===== src/hdl/svm_pkg.sv =====
`default_nettype none
package svm_pkg;
  localparam int VoiceCount = 256;
  localparam int VoiceBits = 8;
  localparam int AddrBits = 16;

  typedef enum logic [1:0] {
    OP_LOAD  = 2'd0,
    OP_START = 2'd1,
    OP_TICK  = 2'd2,
    OP_NONE  = 2'd3
  } op_t;

  localparam logic REG_OUT_CHANNELS = 1'b0;
  localparam logic REG_MIX_GAIN     = 1'b1;

  typedef enum logic [2:0] {
    ST_IDLE,
    ST_SEARCH,
    ST_TICK,
    ST_DRAIN,
    ST_DONE
  } state_t;

  // Commands from the controller to the datapath.
  typedef struct packed {
    logic                 load;
    logic                 capture;
    logic                 clear_sums;
    logic                 scan_en;
    logic [VoiceBits-1:0] scan_voice;
    logic                 claim;
    logic                 done;
  } cmd_t;

  // Status from the datapath back to the controller.
  typedef struct packed {
    logic active;
    logic pipe_busy;
  } status_t;
endpackage
`default_nettype wire


===== src/hdl/svm_control.sv =====
`default_nettype none
module svm_control (
  input  wire logic             clk,
  input  wire logic             rst,
  input  wire logic             in_valid,
  output logic                  in_stall,
  input  wire logic [1:0]       operation,
  output logic                  out_valid,
  input  wire logic             out_stall,
  output svm_pkg::cmd_t         cmd,
  input  wire svm_pkg::status_t status
);
  import svm_pkg::*;

  state_t state, state_next;
  logic [8:0] idx, idx_next;
  logic out_valid_next;

  always_ff @(posedge clk) begin
    if (rst) begin
      state     <= ST_IDLE;
      idx       <= '0;
      out_valid <= 1'b0;
    end else begin
      state     <= state_next;
      idx       <= idx_next;
      out_valid <= out_valid_next;
    end
  end

  always_comb begin
    state_next     = state;
    idx_next       = idx;
    out_valid_next = out_valid && out_stall;
    cmd            = '0;
    cmd.scan_voice = idx[VoiceBits-1:0];
    in_stall       = 1'b1;
    unique case (state)
      ST_IDLE: begin
        in_stall = out_valid && out_stall;
        if (in_valid && !in_stall) begin
          cmd.capture    = 1'b1;
          cmd.clear_sums = 1'b1;
          cmd.load       = (operation == OP_LOAD);
          idx_next       = '0;
          unique case (operation)
            OP_START: state_next = ST_SEARCH;
            OP_TICK:  state_next = ST_TICK;
            default:  state_next = ST_DONE;
          endcase
        end
      end
      ST_SEARCH: begin
        if (idx[8]) state_next = ST_DONE;
        else if (!status.active) begin
          cmd.claim  = 1'b1;
          state_next = ST_DONE;
        end else idx_next = idx + 9'd1;
      end
      ST_TICK: begin
        cmd.scan_en = 1'b1;
        idx_next    = idx + 9'd1;
        if (idx == 9'(VoiceCount - 1)) state_next = ST_DRAIN;
      end
      ST_DRAIN: begin
        cmd.scan_voice = '0;
        if (!status.pipe_busy) state_next = ST_DONE;
      end
      ST_DONE: begin
        if (!(out_valid && out_stall)) begin
          cmd.done       = 1'b1;
          out_valid_next = 1'b1;
          state_next     = ST_IDLE;
        end
      end
      default: state_next = ST_IDLE;
    endcase
  end
endmodule
`default_nettype wire


===== config.mk =====
export PLATFORM = sky130hd
export DESIGN_NAME = svm_control
export DESIGN_NICKNAME = d
export VERILOG_FILES = /design/src/hdl/svm_pkg.sv /design/src/hdl/svm_control.sv
export SDC_FILE = /design/constraint.sdc
export NUM_CORES = 1
export LEC_CHECK = 0
export BUFFER_PORTS_ARGS = -buffer_cell sky130_fd_sc_hd__buf_4
export CAP_MARGIN = 15
export CORE_MARGIN = 2
export CORE_UTILIZATION = 53
export CTS_BUF_LIST = sky130_fd_sc_hd__clkbuf_8
export DETAILED_ROUTE_END_ITERATION = 10
export PLACE_DENSITY = 0.85
export SKIP_LAST_GASP = 1
export SYNTH_ARGS = -nofsm -noshare
export SYNTH_HDL_FRONTEND = slang
export SYNTH_SLANG_ARGS = --single-unit
export TNS_END_PERCENT = 20

===== constraint.sdc =====
create_clock -name clk -period 2.3 [get_ports clk]
set_input_delay 0.23 -clock clk [delete_from_list [all_inputs] [get_ports clk]]
set_output_delay 0.23 -clock clk [all_outputs]
set_load 0.02 [all_outputs]

# Word level (Yosys, flattened, before mapping)
# Index checks and enable logic that the tools add are counted.
# totals
elab_cells,51
out_inout_bits,16
input_bits,8
register_bits,13
# classes
add_sub_neg,1
n_eq_ne,14
n_reduce_logical,9
mux,23
# ops
operator,n
2-to-1 mux 9 bit,3
case mux 9 bit (3 select lines),1
2-to-1 mux 3 bit,8
case mux 3 bit (5 select lines),1
!= test 2 bit (second input constant),6
adder 9 x 1 -> 9 bit (second input constant),1
equality test 9 x 8 -> 1 bit (second input constant),1
2-to-1 mux 1 bit,8
2-to-1 mux 8 bit,1
equality test 3 x 2 -> 1 bit (second input constant),2
case mux 3 bit (2 select lines),1
AND reduction 5 bit,1
AND reduction 4 bit,1
equality test 3 x 1 -> 1 bit (second input constant),1
equality test 3 bit (second input constant),1
zero test 3 bit,1
!= test 3 bit (second input constant),1
nonzero test 3 bit,1
equality test 2 x 1 -> 1 bit (second input constant),1
equality test 2 bit (second input constant),1
logical AND 1 bit,2
zero test 2 bit,1
AND reduction 2 bit,1
zero test 1 bit,1

# Logic depth before layout (Yosys ltp)
# depth
depth_word,5
depth_mapped,8
ltp_nobuf,8

# Least setup slack after synthesis
# No wires, ideal clock.
# synth_path
path_kind,flip-flop to flip-flop
startpoint,register out_valid
endpoint,register idx[0]
stages_incl_launch_ff,6
n_path_buf,1
period_less_slack_ps,1793
arrival_time_ps,1672
slack_ps,507
path_cell_list,dfxtp_1 a2111oi_0 and2_1 or2_2 clkbuf_1 nor2_1
# synth_via
elab_chain_len,5
# synth_lines
element,line_no,source
from (decl),svm_control.sv:8,"output logic out_valid,"
from (signal assigned),svm_control.sv:27,out_valid <= out_valid_next;
logical AND 1 bit,svm_control.sv:40,in_stall = out_valid && out_stall;
zero test 1 bit,--,
logical AND 1 bit,svm_control.sv:41,if (in_valid && !in_stall) begin
!= test 2 bit (no source line),--,
AND reduction 4 bit (no source line),--,
to (signal assigned),svm_control.sv:26,idx <= idx_next;
to (decl),svm_control.sv:16,"logic [8:0] idx, idx_next;"
# Every way passes these cells.
# A chain may end at the register's enable or synchronous reset.

==> results by group <==
Status
  • Status: finished clean

CTS
  • TritonCTS Buffers: 3
  • Clock tree from TritonCTS: done
  • CTS sink cnt: 13
  • Reg clk slew, reported paths: about 0.06 ns
  • Clock latency on the worst-skew pair: approximately 0.25 ns
  • H-tree levels: 1
  • Root Buffer: clkbuf_8
  • Setup Buffers After CTS: 0
  • Post_cts resized: 0
  • Longest Clk Path Bufs: 2
  • CTS Hold Buffers Added: 0

Global routing
  • Initial antenna violation count: 0
  • Grt ovf: 0
  • Number of global-route vias before repair: ~810
  • Largest net degree at the start of global routing: 14
  • Global Route Usage Sum: between 20% and 30%
  • First-pass GRT wire length: between 3000 and 4000 um

Critical path
  • Critical path fanouts, max: 12
  • Crit path DAT: between 1.5 and 2 ns
  • Worst EP required: a little over 2 ns
  • CP endpoint kind: output port
  • Crit path kind: reg2out
  • Element type at the critical path start: flop

Yosys
  • Synth Area in Simple Gates: about 32%
  • EDFF count, synth: 0
  • Synth Area in Compound Gates: a little under a quarter
  • Async SR Flop Fraction: 0%
  • Adder and majority gate portion of the synthesized area: under 10%
  • Largest family of logic cells by synthesized area: simple AND/OR/NAND/NOR gates
  • Cell Area, Synth: about 880 um2
  • Synth area leader: dfxtp_1
  • Ranking of synthesized cells by area: dfxtp_1 (30%), a21oi_1 (8.0%), ha_1 (7.1%)
  • Syn_nets: ~130
  • Synthesis Warnings: 0
  • Share of the synthesized area in the top cell type: 29.7%
  • Post-synthesis mux area share: 0%
  • Top post-synthesis cells by count: a21oi_1 (14), dfxtp_1 (13), and2_1 (9), nand2_1 (8), nor2_1 (8)
  • Cells after synthesis: roughly 120
  • Most frequent cell after synthesis: a21oi_1
  • Syn avg cell area: 7.63 um2
  • Register bit total from synthesis: 13
  • Top FF cell, synth: dfxtp_1
  • Library cells used by synthesis: 35
  • XOR/XNOR Fraction of Synth Area: 0.999%
  • Sequential area share after synthesis: 29.7%

Floorplan
  • Die H: 44.7 um
  • # IOs: 24
  • Die ar.: 2000 um2
  • Horiz. Die Dim: 44.7 um
  • Core area: approximately 1500 um2
  • Initial core utilization: between 50 and 60%
  • # rows: 14

Routing
  • Vias: between 800 and 900
  • Post-route DRC: 0
  • Drt pass-1 iters: 4
  • Final ANT Viol Nets: 0
  • Mean number of vias per cell: about 5.8
  • DR WL/cell: ~14 um
  • Final WL: slightly above 2000 um
  • Iteration-0 DRC Markers: 25

STA
  • Post-route setup TNS: 0 ns
  • Final number of setup-violating endpoints: 0
  • Final Max Tran Viols: 0
  • Hold_ws: about 0.21 ns
  • Slew headroom: between 50 and 60%
  • Tightest Pin Transition: around 0.7 ns
  • Skew final: slightly above 0.006 ns
  • Min cycle time layout: 2.01 ns
  • Final Hold Viols: 0
  • Worst setup margin: around 0.29 ns
  • Max Freq: 498 MHz
  • RSZ-0062 raised after global routing: no
  • Final Cycle Share: around 87%

Cells and area
  • Diode count: 0
  • Area Overhead vs Synth: 23.7%
  • Layout cells sized above 1: between 20% and 30%
  • Final instance area: 1080 um2
  • Nets: 150
  • Non-filler cells, final: 152

Worst hold path
  • HP Class: in2reg

Place
  • Placed Instances: roughly 150
  • PortBufs: 23
  • Dpl hpwl: approximately 1500 um
  • Post-DP Area: 1040 um2
  • RD Place Congestion: approximately 0.81
  • Place WS: 0.342 ns

Power
  • Gate power share: 22.3%
  • Sw Share: between 20% and 30%
  • Psw: approximately 0.17 mW
  • Leakage power: 0.458 nW
  • Pwr dens: ~530 nW/um2
  • Pint: roughly 0.4 mW
  • Clock Power Share: 35.2%
  • Reg power frac: between 40% and 50%
  • VDD IR max: about 0.39 mV

Flow run
  • Maxcap violations: 0
==> cells in the final DEF (no fill, tap or decap), types with 2 or more instances in the layout <==
cell type,Yosys,routed
ha_1,5,5
nand2b_1,4,4
a22oi_1,2,2
nor2_1,8,8
nand2_1,8,8
or3_1,4,4
a21oi_1,14,14
and2_1,9,9
and3_1,2,2
inv_1,6,7
nor3_1,2,2
buf_4,1,24
nand3_1,4,4
o21ai_0,6,6
o22a_1,2,2
o31ai_1,2,2
dfxtp_1,13,13
nor2b_1,2,2
clkbuf_8,0,3
==> worst max-delay path, cell delays in order (launching register included) <==
cell and delay, ns:
dfxtp_1 0.41, a2111oi_0 0.65, and2_1 0.29, buf_4 0.17
==> state kept, by name, summed over array words and instances, names as in the netlist <==
signal	flops
state	3
out_valid	1
idx	9
==> logic make-up after synthesis <==
family / count (synthesis)
flops: 13
fa+ha+maj: 5
xor+xnor: 1
compound gates: 32
simple gates: 51
buf+inv: 13
==> routing by layer <==
metal / track usage, % / up-vias / part of all wire [%]
li1: - / 447 / -
met1: 28.4 / 403 / 43
met2: 38.6 / 29 / 48
met3: 6.53 / 5 / 6.6
met4: 12.7 / 0 / 2.1
met5: 0 / - / 0
==> layout make-up <==
cell class,instances,area [um2]
repair buffers,24,180
clock buffers,3,41.3
flip-flops and latches,13,260
inverters,6,22.5
multi-input cells,89,557
fillers,139,439
clock inverters,1,3.75
well taps,16,20.0
==> power by group through the flow <==
| stage | logic (mW) | clock network, mW | registers, mW |
|---|---|---|---|
| 2_1_floorplan | 0.0923 | 0 | 0.245 |
| 6_report | 0.129 | 0.204 | 0.246 |
| 3_5_place_dp | 0.128 | 0 | 0.251 |
| 3_3_place_gp | 0.124 | 0 | 0.250 |
| 4_1_cts | 0.129 | 0.206 | 0.246 |
| 5_1_grt | 0.142 | 0.214 | 0.249 |
==> path summary, 6_finish.rpt <==
kind	start	endpoint	slack [ns]	cells after the start
max reg2reg	state[1]$_SDFFE_PP0P_	idx[5]$_SDFFE_PP0P_	0.31	4
max	state[0]$_SDFFE_PP0P_	cmd[11]	0.29	3
min	rst	state[2]$_SDFFE_PP0P_	0.21	2
min reg2reg	idx[7]$_SDFFE_PP0P_	idx[7]$_SDFFE_PP0P_	0.52	2
==> stage by stage <==
step,power (mW),util [%]
2_1_floorplan,0.337,-
3_3_place_gp,0.375,68.2
3_5_place_dp,0.379,68.2
4_1_cts,0.580,71.2
5_1_grt,0.605,71.2
6_report,0.579,71.2
Power figures use the tool's default switching activity.
